`config.mk`:
```
export PLATFORM = sky130hd
export DESIGN_NAME = refv_sqrt
export DESIGN_NICKNAME = d
export VERILOG_FILES = /design/src/hw/rtl/refraction_vector_top_defines.svh /design/src/hw/rtl/refv_pkg.sv /design/src/hw/rtl/refv_sqrt.sv
export SDC_FILE = /design/constraint.sdc
export NUM_CORES = 2
export LEC_CHECK = 0
export CORE_UTILIZATION = 40
export CTS_BUF_LIST = sky130_fd_sc_hd__clkbuf_8
export CTS_CLUSTER_SIZE = 30
export DETAILED_ROUTE_END_ITERATION = 10
export DONT_BUFFER_PORTS = 1
export PLACE_DENSITY_LB_ADDON = 0.3
export SYNTH_ARGS = -nofsm -noshare
export SYNTH_HDL_FRONTEND = slang
export SYNTH_SLANG_ARGS = --single-unit
```
`constraint.sdc`:
```
create_clock -name clk -period 3.2 [get_ports clk]
set_clock_uncertainty 0.2 [all_clocks]
set_input_delay 0.32 -clock clk [delete_from_list [all_inputs] [get_ports clk]]
set_output_delay 0.32 -clock clk [all_outputs]
set_load 0.03 [all_outputs]
```
`src/hw/rtl/refraction_vector_top_defines.svh`:
```
// ---------------------------------------------------------------------------
// refraction_vector_top_defines
// assertion macros used by refraction_vector_top
// ---------------------------------------------------------------------------
`ifndef REFRACTION_VECTOR_TOP_DEFINES_SVH
`define REFRACTION_VECTOR_TOP_DEFINES_SVH
`ifndef SYNTHESIS
// checked only out of reset
`define REFV_ASSERT(lbl, prop, msg) \
  lbl: assert property (@(posedge clk) disable iff (!rst_n) prop) else $error(msg);
// checked on every edge, reset included
`define REFV_ASSERT_RST(lbl, prop, msg) \
  lbl: assert property (@(posedge clk) prop) else $error(msg);
`else
`define REFV_ASSERT(lbl, prop, msg)
`define REFV_ASSERT_RST(lbl, prop, msg)
`endif
`endif

```
`src/hw/rtl/refv_pkg.sv`:
```
// ---------------------------------------------------------------------------
// refv_pkg
// constants and sideband types of the refraction vector pipeline
// ---------------------------------------------------------------------------
`timescale 1ns / 1ps
package refv_pkg;

  localparam int DIV_STEPS    = 25;
  localparam int SQRT_STEPS   = 15;
  localparam int FRONT_STAGES = 2;
  localparam int MID_STAGES   = 5;
  localparam int BACK_STAGES  = 3;
  localparam int PIPE_LAT     = FRONT_STAGES + DIV_STEPS + MID_STAGES + SQRT_STEPS
                                + BACK_STAGES;

  localparam logic [15:0] IOR_MIN      = 16'd4096;
  // partial remainder of 2^36 once the quotient bits above bit 24 are done
  localparam logic [15:0] DIV_REM_INIT = 16'd2048;

  typedef logic signed [15:0] comp_t;
  typedef logic signed [16:0] ncomp_t;

  typedef struct packed {
    comp_t              ix;
    comp_t              iy;
    comp_t              iz;
    comp_t              nx;
    comp_t              ny;
    comp_t              nz;
    logic signed [29:0] cosv;
    logic [15:0]        ior;
  } refv_dside_t;

  typedef struct packed {
    comp_t       ix;
    comp_t       iy;
    comp_t       iz;
    ncomp_t      nx;
    ncomp_t      ny;
    ncomp_t      nz;
    logic [27:0] eta;
    logic [32:0] etacos;
    logic        tir;
  } refv_sside_t;

endpackage

```
`src/hw/rtl/refv_sqrt.sv`:
```
// ---------------------------------------------------------------------------
// refv_sqrt
// pipelined integer square root, one root bit per stage
// ---------------------------------------------------------------------------
`timescale 1ns / 1ps
module refv_sqrt import refv_pkg::*; (
  input  logic        clk,
  input  logic        rst_n,
  input  logic        in_valid,
  input  logic [29:0] in_rad,
  input  refv_sside_t in_side,
  output logic        out_valid,
  output logic [14:0] out_root,
  output refv_sside_t out_side
);

  logic [SQRT_STEPS-1:0] vld_r;
  logic [29:0]           rad_r  [SQRT_STEPS];
  logic [16:0]           rem_r  [SQRT_STEPS];
  logic [14:0]           root_r [SQRT_STEPS];
  refv_sside_t           side_r [SQRT_STEPS];

  for (genvar g = 0; g < SQRT_STEPS; g++) begin : g_step
    logic        vld_in;
    logic [29:0] rad_in;
    logic [16:0] rem_in;
    logic [14:0] root_in;
    refv_sside_t side_in;
    logic [18:0] cat;
    logic [18:0] trial;
    logic [16:0] rem_nxt;
    logic [14:0] root_nxt;

    if (g == 0) begin : g_first
      assign vld_in  = in_valid;
      assign rad_in  = in_rad;
      assign rem_in  = '0;
      assign root_in = '0;
      assign side_in = in_side;
    end else begin : g_rest
      assign vld_in  = vld_r[g-1];
      assign rad_in  = rad_r[g-1];
      assign rem_in  = rem_r[g-1];
      assign root_in = root_r[g-1];
      assign side_in = side_r[g-1];
    end

    always_comb begin
      cat   = {rem_in, rad_in[29:28]};
      trial = {2'b00, root_in, 2'b01};
      if (cat >= trial) begin
        rem_nxt  = 17'(cat - trial);
        root_nxt = {root_in[13:0], 1'b1};
      end else begin
        rem_nxt  = cat[16:0];
        root_nxt = {root_in[13:0], 1'b0};
      end
    end

    always_ff @(posedge clk) begin
      if (!rst_n) begin
        vld_r[g] <= 1'b0;
      end else begin
        vld_r[g] <= vld_in;
      end
      rad_r[g]  <= {rad_in[27:0], 2'b00};
      rem_r[g]  <= rem_nxt;
      root_r[g] <= root_nxt;
      side_r[g] <= side_in;
    end
  end

  assign out_valid = vld_r[SQRT_STEPS-1];
  assign out_root  = root_r[SQRT_STEPS-1];
  assign out_side  = side_r[SQRT_STEPS-1];

endmodule

```
---- Word level (Yosys, flattened, before mapping) ----
Memory sizes are Yosys's and may differ from the RTL's.
Cells that the tools add are included.
cells by class
  add/sub/neg operators ................... 15
  order comparisons ....................... 15
  mux-type cells .......................... 30
operators with widths
  cell                                                  number
  >= comparator 19 x 17 -> 1 bit                        14
  2-to-1 mux 17 bit                                     15
  subtractor 17 bit                                     14
  2-to-1 mux 1 bit                                      15
  subtractor 2 x 1 -> 3 bit (second input constant)     1
  >= comparator 2 x 1 -> 1 bit (second input constant)  1
storage, ports and cells
  register bits ........................... 15
  RAM bits ................................ 3315
  bits of input ports ..................... 194
  output and inout bits ................... 177
  logic and storage cells ................. 79
  memories ................................ 4
memories
  memory  words  width  rd ports  clocked after Yosys merged registers in  wr ports  line             source
  side_r  15     161    15        0                                        15        refv_sqrt.sv:21  refv_sside_t side_r [SQRT_STEPS];
  rad_r   15     28     14        0                                        15        refv_sqrt.sv:18  logic [29:0] rad_r [SQRT_STEPS];
  rem_r   15     17     14        0                                        15        refv_sqrt.sv:19  logic [16:0] rem_r [SQRT_STEPS];
  root_r  15     15     15        0                                        15        refv_sqrt.sv:20  logic [14:0] root_r [SQRT_STEPS];

---- Depth between registers and ports, before layout ----
An unclocked memory read counts as a cell.
  depth in word-level cells ............... 3
  depth in mapped cells ................... 11
  gate-level depth less buffers ........... 10

---- Worst setup path after synthesis ----
OpenSTA, ideal clock, no wires.
  kind .................................... reg2reg
  start ................................... memory root_r[12][7], in the netlist root_r[1][67]
  end ..................................... memory rem_r[13][16], in the netlist rem_r[1][101]
  setup time .............................. 0.058 ns
  arrival time ............................ 2.443 ns
  required time ........................... 2.942 ns
  path slack .............................. 0.498 ns
  cell stages (with the launch flop) ...... 11
  path buffers ............................ 1
  clock period less this slack ............ 2.702 ns
  cell sequence ........................... dfxtp_1 > inv_1 > ha_1 > clkbuf_1 > nand2_1 > or4_1 > nor4_1 > or3_1 > a221oi_2 > or4_1 > nand2_1
RTL lines
  element      line
  from (decl)  refv_sqrt.sv:20
  to (decl)    refv_sqrt.sv:19

==> reports/qor.csv <==
metric,value,unit
status,finished clean,
drcViolationCount,0,
synth_xor_xnor_area_share,2.00,%
rows,151,
max_slew_margin,39.6,%
syn-cell-area,0.0687,sq mm
first_global_vias,31747,
final_cells,7734,
clkTransAtPathRegs,60,ps
cts_made_buffers,438,
grt_pass1_wl,148,mm
rsz0062_at_grt,false,
critPathMaxFanout,20,
cts_root_buffer,clkbuf_8,
yosys_register_bits,2980,
core,0.170,sq mm
synth_area_leaders,"dfxtp_1 (87%), ha_1 (2.5%), xnor2_1 (1.1%), inv_1 (0.90%), xor2_1 (0.89%)",
place_congestion,0.810,
via_per_inst,4.00,
area_delta_synth_final,22.8,%
p_leak,36.9,nW
drtPass1Iterations,5,
max_cap_viol_count,0,
synth_fp_nets,4713,
grt_usage,10.4,%
fin_util,49.6,%
synthFlopType,dfxtp_1,
insertion_delay,1030,ps
synth_top_family_by_area,simple AND/OR/NAND/NOR gates,
slowest_stage,o211ai_2,
pin_count,371,
fin_tns_setup,0,ps
ir_drop,653,uV
syn_avg_cell_area,15.7,sq um
final_max_slew_viol_count,0,
post-cts-setup-buffers,0,
die_y,416,microns
routedWlPerCell,11.7,microns
period_minus_slack,2940,ps
cts_resized,0,
cp.required,3830,ps
ctsHoldBuffers,398,
hp-class,reg -> reg,
cts_tree,built,
drt_wl_total,90.1,mm
pre_cts_ws,236,ps
yosysMostFrequentCell,dfxtp_1,
nFillCells,14191,
drive_above_1_share,12.1,%
netlist_instances,4384,
ctsHtreeMaxLevel,5,
drt_iter0_drc,1091,
hpwlAfterDp,51.6,mm
path_common_cell,or4_1,
clock.fmax,0.340,GHz
synthMuxAreaShare,0.379,%
dp_cells,6580,
fp.dieArea,0.173,sq mm
portBuffers,0,
cp_cell_sequence,inv_1 -> ha_1 -> or4_1 -> or4_1 -> a31oi_1 -> o211ai_2 -> buf_4 -> nor2_1 -> a21oi_1,
max_slew.worst_pin.slew,903,ps
synthTopCellsByCount,"dfxtp_1 (2980), inv_1 (164), ha_1 (135)",
route.vias.total,30903,
ctsLongestPathBuffers,4,
die_w,416,microns
worst_slack,261,ps
drt.antenna.violating_nets,0,
power.density,889,mW/mm^2
cts_sinks,2980,
cp-start-kind,register,
synth-simple-area-share,3.86,%
path_class,reg -> reg,
yosysSeqAreaShare,86.9,%
post-route-period-util,91.8,%
initial_utilization,40.4,%
synth_edf_count,0,
setup_viol,0,
grt_max_degree,21,
synth-adder-area-share,2.46,%
nets,5529,
synth-compound-area-share,3.29,%
synth_top_area_cell,dfxtp_1,
async_flop_share,0,%
end_kind,register,
synth.distinct_cells,68,
hold_viol_final,0,
antenna_found_initial,3,
synth_top_cell_area_share,86.9,%
max_stage_delay,460,ps
grt_overflow_total,0,
ys_warn_count,0,
p_total,75.0,mW
worstPathArrival,3570,ps
state kept, by name (all words and copies together) (netlist names):
name,count
root_r,120
out_valid,1
rem_r,220
side_r,2415
rad_r,210
g_step.vld_in,14
worst max-delay path: cells and delay by family, from the launching register on:
kind            cells  cell delay, ps
flops               1             330
compound gates      3             790
fa+ha+maj           1             220
buf+inv             2             360
simple gates        3             920
power breakdown:
part           switching, mW  internal (mW)  leakage [nW]  total, mW
Clock                   12.8           16.8          5.09       29.6
Combinational           1.95           1.95          6.73       3.90
Sequential              1.45           40.0          25.1       41.4
cell families (layout without fill, tap and decap cells):
| group | count (synthesis) | in the layout |
|---|---|---|
| AO/OA/AOI/OAI | 359 | 359 |
| buffers and inverters | 201 | 1329 |
| multiplexers | 24 | 24 |
| adder cells (fa/ha/maj) | 135 | 135 |
| other | 1 | 5 |
| flip-flops | 2980 | 2980 |
| XOR/XNOR | 157 | 157 |
| AND/OR/NAND/NOR | 527 | 527 |
cell usage in the layout (no fill, tap or decap), types with 26 or more instances in the layout:
cell type,count
dfxtp_1,2980
a21o_1,35
nor2_1,134
dlygate4sd3_1,398
clkinv_2,37
nor3_1,43
o21ai_0,92
nor4_1,31
xor2_1,70
ha_1,135
nand2b_1,28
and2_1,26
nand2_1,118
inv_1,296
a21oi_1,108
xnor2_1,87
clkbuf_8,553
o21a_1,30
nand3_1,26
routing by layer:
metal  GRT usage, %  vias up  share of wire, %
met1           11.3    13964                42
met3           3.81      300               6.3
met2           17.2      761                47
met5              0        -                 0
li1               -    15878                 -
met4           6.64        0               4.4
final cells by class:
class	instances	area [sq um]	area share, %
inverters	165	619	0.734
well taps	2218	2780	3.29
diodes	4	10.0	0.0119
clock inverters	199	1300	1.54
clock buffers	553	7610	9.03
repair buffers	412	4100	4.86
flip-flops and latches	2980	59700	70.7
multi-input cells	1203	8250	9.78
final timing paths:
path / to / slack (ps) / start / depth (start not counted)
min: side_r[1][1043] / 20 / side_r[1][882] / 0
max: rem_r[1][52] / 260 / root_r[1][40] / 9
min reg2reg: side_r[1][1043] / 20 / side_r[1][882] / 0
max reg2reg: rem_r[1][52] / 260 / root_r[1][40] / 9
metrics by stage:
step | hold WS [ps] | instance area [sq um]
floorplan | 110 | 68700
global placement | 110 | 71400
detailed placement | 112 | 71400
CTS | 1.31 | 84300
global route | 40.0 | 84300
finish | 24.0 | 84300
Note: power is estimated with default switching activity, not from simulation.
