**src/hw/rtl/refraction_vector_top_defines.svh**
```systemverilog
// ---------------------------------------------------------------------------
// refraction_vector_top_defines
// assertion macros used by refraction_vector_top
// ---------------------------------------------------------------------------
`ifndef REFRACTION_VECTOR_TOP_DEFINES_SVH
`define REFRACTION_VECTOR_TOP_DEFINES_SVH
`ifndef SYNTHESIS
// checked only out of reset
`define REFV_ASSERT(lbl, prop, msg) \
  lbl: assert property (@(posedge clk) disable iff (!rst_n) prop) else $error(msg);
// checked on every edge, reset included
`define REFV_ASSERT_RST(lbl, prop, msg) \
  lbl: assert property (@(posedge clk) prop) else $error(msg);
`else
`define REFV_ASSERT(lbl, prop, msg)
`define REFV_ASSERT_RST(lbl, prop, msg)
`endif
`endif

```
**src/hw/rtl/refv_pkg.sv**
```systemverilog
// ---------------------------------------------------------------------------
// refv_pkg
// constants and sideband types of the refraction vector pipeline
// ---------------------------------------------------------------------------
`timescale 1ns / 1ps
package refv_pkg;

  localparam int DIV_STEPS    = 25;
  localparam int SQRT_STEPS   = 15;
  localparam int FRONT_STAGES = 2;
  localparam int MID_STAGES   = 5;
  localparam int BACK_STAGES  = 3;
  localparam int PIPE_LAT     = FRONT_STAGES + DIV_STEPS + MID_STAGES + SQRT_STEPS
                                + BACK_STAGES;

  localparam logic [15:0] IOR_MIN      = 16'd4096;
  // partial remainder of 2^36 once the quotient bits above bit 24 are done
  localparam logic [15:0] DIV_REM_INIT = 16'd2048;

  typedef logic signed [15:0] comp_t;
  typedef logic signed [16:0] ncomp_t;

  typedef struct packed {
    comp_t              ix;
    comp_t              iy;
    comp_t              iz;
    comp_t              nx;
    comp_t              ny;
    comp_t              nz;
    logic signed [29:0] cosv;
    logic [15:0]        ior;
  } refv_dside_t;

  typedef struct packed {
    comp_t       ix;
    comp_t       iy;
    comp_t       iz;
    ncomp_t      nx;
    ncomp_t      ny;
    ncomp_t      nz;
    logic [27:0] eta;
    logic [32:0] etacos;
    logic        tir;
  } refv_sside_t;

endpackage

```
**src/hw/rtl/refv_div.sv**
```systemverilog
// ---------------------------------------------------------------------------
// refv_div
// pipelined restoring divider, one quotient bit per stage: floor(2^36 / ior)
// ---------------------------------------------------------------------------
`timescale 1ns / 1ps
module refv_div import refv_pkg::*; (
  input  logic        clk,
  input  logic        rst_n,
  input  logic        in_valid,
  input  refv_dside_t in_side,
  output logic        out_valid,
  output logic [24:0] out_quot,
  output refv_dside_t out_side
);

  logic [DIV_STEPS-1:0] vld_r;
  logic [15:0]          rem_r  [DIV_STEPS];
  logic [24:0]          quot_r [DIV_STEPS];
  refv_dside_t          side_r [DIV_STEPS];

  for (genvar g = 0; g < DIV_STEPS; g++) begin : g_step
    logic        vld_in;
    logic [15:0] rem_in;
    logic [24:0] quot_in;
    refv_dside_t side_in;
    logic [16:0] dbl;
    logic [15:0] rem_nxt;
    logic [24:0] quot_nxt;

    if (g == 0) begin : g_first
      assign vld_in  = in_valid;
      assign rem_in  = DIV_REM_INIT;
      assign quot_in = '0;
      assign side_in = in_side;
    end else begin : g_rest
      assign vld_in  = vld_r[g-1];
      assign rem_in  = rem_r[g-1];
      assign quot_in = quot_r[g-1];
      assign side_in = side_r[g-1];
    end

    always_comb begin
      dbl = {rem_in, 1'b0};
      if (dbl >= {1'b0, side_in.ior}) begin
        rem_nxt  = 16'(dbl - {1'b0, side_in.ior});
        quot_nxt = {quot_in[23:0], 1'b1};
      end else begin
        rem_nxt  = dbl[15:0];
        quot_nxt = {quot_in[23:0], 1'b0};
      end
    end

    always_ff @(posedge clk) begin
      if (!rst_n) begin
        vld_r[g] <= 1'b0;
      end else begin
        vld_r[g] <= vld_in;
      end
      rem_r[g]  <= rem_nxt;
      quot_r[g] <= quot_nxt;
      side_r[g] <= side_in;
    end
  end

  assign out_valid = vld_r[DIV_STEPS-1];
  assign out_quot  = quot_r[DIV_STEPS-1];
  assign out_side  = side_r[DIV_STEPS-1];

endmodule

```
**config.mk**
```make
export PLATFORM = sky130hd
export DESIGN_NAME = refv_div
export DESIGN_NICKNAME = d
export VERILOG_FILES = /design/src/hw/rtl/refraction_vector_top_defines.svh /design/src/hw/rtl/refv_pkg.sv /design/src/hw/rtl/refv_div.sv
export SDC_FILE = /design/constraint.sdc
export NUM_CORES = 2
export LEC_CHECK = 0
export BUFFER_PORTS_ARGS = -buffer_cell sky130_fd_sc_hd__buf_2
export CORE_ASPECT_RATIO = 0.7
export CORE_UTILIZATION = 59
export DETAILED_ROUTE_END_ITERATION = 10
export PLACE_DENSITY = 0.83
export SLEW_MARGIN = 20
export SYNTH_ARGS = -nofsm -noshare
export SYNTH_HDL_FRONTEND = slang
export SYNTH_MEMORY_MAX_BITS = 65536
export SYNTH_SLANG_ARGS = --single-unit
```
**constraint.sdc**
```tcl
create_clock -name clk -period 3.04 [get_ports clk]
set_input_delay 0.304 -clock clk [delete_from_list [all_inputs] [get_ports clk]]
set_output_delay 0.304 -clock clk [all_outputs]
set_load 0.02 [all_outputs]
```
## Yosys cells after proc, flatten, opt, wreduce, memory -nomap -nowiden

Memory sizes are Yosys's and may differ from the RTL's.
Index checks and enable logic that the tools add are counted.

| word-level totals | value |
|---|---|
| flip-flop bits (word level) | 25 |
| RAM bits | 4575 |
| output and inout bits | 168 |
| word-level logic and storage cells | 128 |
| memories kept | 3 |

Memory list:

| memory | depth | width | read ports | clocked after Yosys merged registers in | write ports | RTL line | source |
|---|---|---|---|---|---|---|---|
| side_r | 25 | 142 | 25 | 0 | 25 | refv_div.sv:19 | `refv_dside_t side_r [DIV_STEPS];` |
| quot_r | 25 | 25 | 25 | 0 | 25 | refv_div.sv:18 | `logic [24:0] quot_r [DIV_STEPS];` |
| rem_r | 25 | 16 | 24 | 0 | 25 | refv_div.sv:17 | `logic [15:0] rem_r [DIV_STEPS];` |

| operators by class | value |
|---|---|
| add/sub/neg operators | 25 |
| $lt $le $gt $ge | 25 |
| multiplexer cells | 50 |

Operator list:

| kind | count |
|---|---|
| $ge A17 B16 Y1 | 24 |
| $mux W16 | 25 |
| $sub A16 B16 Y16 | 24 |
| $mux W1 | 25 |
| $ge A13 B16 Y1 const A | 1 |
| $sub A13 B16 Y16 const A | 1 |

## Logic depth before layout (Yosys ltp)

An unclocked memory read counts as a cell.

| depth | value |
|---|---|
| depth in word-level cells | 3 |
| gate-level depth with buffers | 12 |

## Worst setup path before layout

OpenSTA, ideal clock, no wires.

| timing path | value |
|---|---|
| path kind | reg2reg |
| start point | memory side_r[0][1848] (netlist bit) |
| end point | memory rem_r[14][10], in the netlist rem_r[7][10] |
| library setup time | 0.121 ns |
| arrival time | 2.528 ns |
| data required time | 2.919 ns |
| slack | 0.391 ns |
| cell stages (with the launch flop) | 12 |
| path buffers | 1 |
| period minus slack after synthesis | 2.649 ns |
| cell sequence | dfxtp_1 -> inv_1 -> ha_1 -> o21ai_1 -> a21oi_2 -> o31ai_4 -> a31oi_2 -> a41oi_4 -> o211ai_2 -> a211oi_4 -> buf_8 -> mux2_4 |

RTL lines:

| element | RTL line |
|---|---|
| start: declaration | refv_div.sv:19 |
| end: declaration | refv_div.sv:17 |

==> reports/results.ini <==
[sta]
whs_ps = 78.2
fin_crit_sh = 0.954
clock.fmax_ghz = 0.345
tightest_slew_ps = 876
maxSlewHeadroom = 0.408
final_hold_viol_count = 0
slew_viol_final = 0
layout_setup_ws_ps = 138
setup_violations = 0
final.min_clock_period_ps = 2900
skew_ps = 59.8

[cells_and_area]
nets = 8994
stdcell_count = 11200
antenna_cells = 0
drive_above_1_share = 0.139
utilization = 0.700
final_area_um2 = 128000
fillers = 11500
area_delta_synth_final_pct = 17.5

[power_and_ir_drop]
vdd_drop_max_mv = 0.808
p_per_area_nw_per_um2 = 1120
p_leak_uw = 0.0560

[outcome]
status = finished, final reports clean

[cts]
htreeDepth = 5
cts_root_buf = clkbuf_16
clock_latency_ps = 850
cts_buffer_depth = 4
numCtsBuffers = 353
clock-sinks = 4284
cts_tree = yes
clk_pin_slew_ps = 70

[synth]
synthCells = 7612
synth-edff-count = 0
yosys.area.top_type_share = 0.790
synth.distinct_cells = 89
synth_ff_type = dfxtp_1
synth_seq_cells = 4284
yosysTopAreaCell = dfxtp_1
synth.most_common_cell = dfxtp_1
syn_area_um2 = 109000
yosysSeqAreaShare = 0.790
synth_area_per_cell_um2 = 14.3
yosys_warnings = 0
synthArstFlopShare = 0
syn-num-nets = 8164
synth.top_cells.by_count = 4284 x dfxtp_1, 487 x inv_1, 384 x ha_1
synth_area_leaders = dfxtp_1 79%, ha_1 4.4%, inv_1 1.7%, mux2_2 1.7%, xnor2_1 1.3%

[placement]
placed_area_um2 = 114000
dp_cells = 10400
place_hpwl_um = 116000
io_buffers = 312
place.gp.congestion = 0.896
place_ws_ps = -90.5

[floorplan]
die_y_um = 361
start_util = 0.595
die_area_um2 = 186000
die_x_um = 515
pin_count = 313
core_um2 = 182000
rows = 131

[route]
drt_iter0_drc = 3156
wl_per_cell_um = 17.7
drc = 0
finalWirelength_um = 198000
ant_nets = 0
vias_per_cell = 4.80
vias = 53800
dr.pass1.iters = 5

[grt]
gr-total-overflow = 0
grt_util_met3 = 0.0320
use_met1 = 0.267
busiest_layer = met2
grt_max_degree = 31
grt_pass1_vias = 56700
antenna_found_initial = 3
grt_pass1_wl_um = 309000
track_usage = 0.210
use_met2 = 0.371

[worst_setup_path]
worstSetupEndpointType = flop
start_kind = flop
worstPathRequired_ps = 3750
path_max_fanout = 3
crit_arrival_ps = 3610
crit_type = reg2reg

[worst_hold_path]
min_path_type = in2reg

[run]
maxCapViolCount = 0

==> final timing paths <==
check                           to  slack, ps  cells past startpoint                   start
max           rem_r[9][31]$_DFF_P_        140                     10  side_r[1][285]$_DFF_P_
min          side_r[0][16]$_DFF_P_         80                      2             in_side[16]
max reg2reg   rem_r[9][31]$_DFF_P_        140                     10  side_r[1][285]$_DFF_P_
min reg2reg  quot_r[1][35]$_DFF_P_        290                      0    quot_r[1][9]$_DFF_P_
==> report_power, final <==
part	leakage, uW	total [uW]	internal, uW	switching (uW)
sequential	0.0361	66400	63300	3130
combinational	0.0138	28000	13000	15000
clock	0.00606	48000	27400	20600
==> worst max-delay path, stage by stage, from the launching register on <==
cell and delay [ps]:
dfxtp_1 400, inv_1 80, ha_1 310, nor2b_1 220, o2111ai_1 170, and4_1 260
o31ai_2 420, nand3_1 200, a311o_1 360, xnor2_1 130, mux2_2 260
==> cell usage in the layout, fill, tap and decap left out, types with 68 or more instances in the layout <==
master and n:
a21o_1 75, a21oi_1 209, buf_2 312, clkbuf_1 68, clkbuf_16 357, clkbuf_8 75
dfxtp_1 4282, dlygate4sd3_1 146, ha_1 384, inv_1 487, mux2_2 160, nand2_1 272
nor2_1 249, nor2b_1 70, nor3_1 80, o21ai_0 245, xnor2_1 159, xor2_1 84
==> sequential cells by signal, summed over array words and instances, names as in the netlist <==
signal         flops
out_valid          1
g_step.vld_in     24
side_r          3550
rem_r            384
quot_r           325
==> layout make-up <==
class / instances / area, um^2 / area share
flip-flops and latches: 4284 / 85800 / 0.672
multi-input cells: 2780 / 20800 / 0.163
clock buffers: 500 / 10200 / 0.0801
repair buffers: 531 / 3730 / 0.0292
well taps: 2460 / 3080 / 0.0241
clock inverters: 142 / 2180 / 0.0171
inverters: 492 / 1850 / 0.0145
==> per-layer routing <==
| layer | up-vias | part of all wire | wire length, um |
|---|---|---|---|
| met2 | 1084 | 0.50 | 98700 |
| li1 | 26700 | - | - |
| met1 | 25600 | 0.44 | 86600 |
| met4 | 0 | 0.023 | 4550 |
| met3 | 300 | 0.040 | 7970 |
| met5 | - | 0 | 0 |
==> kinds of logic after synthesis <==
family / count (synthesis) / synth area share
xor+xnor: 243 / 0.0196
other cells: 1 / 0.0000345
buf+inv: 548 / 0.0198
simple gates: 996 / 0.0444
fa+ha+maj: 407 / 0.0485
flops: 4284 / 0.790
mux: 192 / 0.0202
compound gates: 941 / 0.0578
==> stage by stage <==
| step | power [uW] | setup TNS [ps] |
|---|---|---|
| floorplan | 86800 | 0 |
| global placement | 92900 | 0 |
| detailed placement | 94300 | -1030 |
| CTS | 143000 | 0 |
| global route | 149000 | -76.9 |
| finish | 142000 | 0 |
==> repair_timing <==
| item | 4_1_cts | 5_1_grt |
|---|---|---|
| hold buffers | 146 | 0 |
| resized for setup | 3 | 24 |
| endpoints found under the setup margin | 28 | 123 |
| pin swaps | 1 | 8 |
| buffers inserted | 2 | 7 |
| endpoints found under the hold margin | 183 | 0 |
| cloned | 0 | 0 |
(Power assumes the default switching activity.)
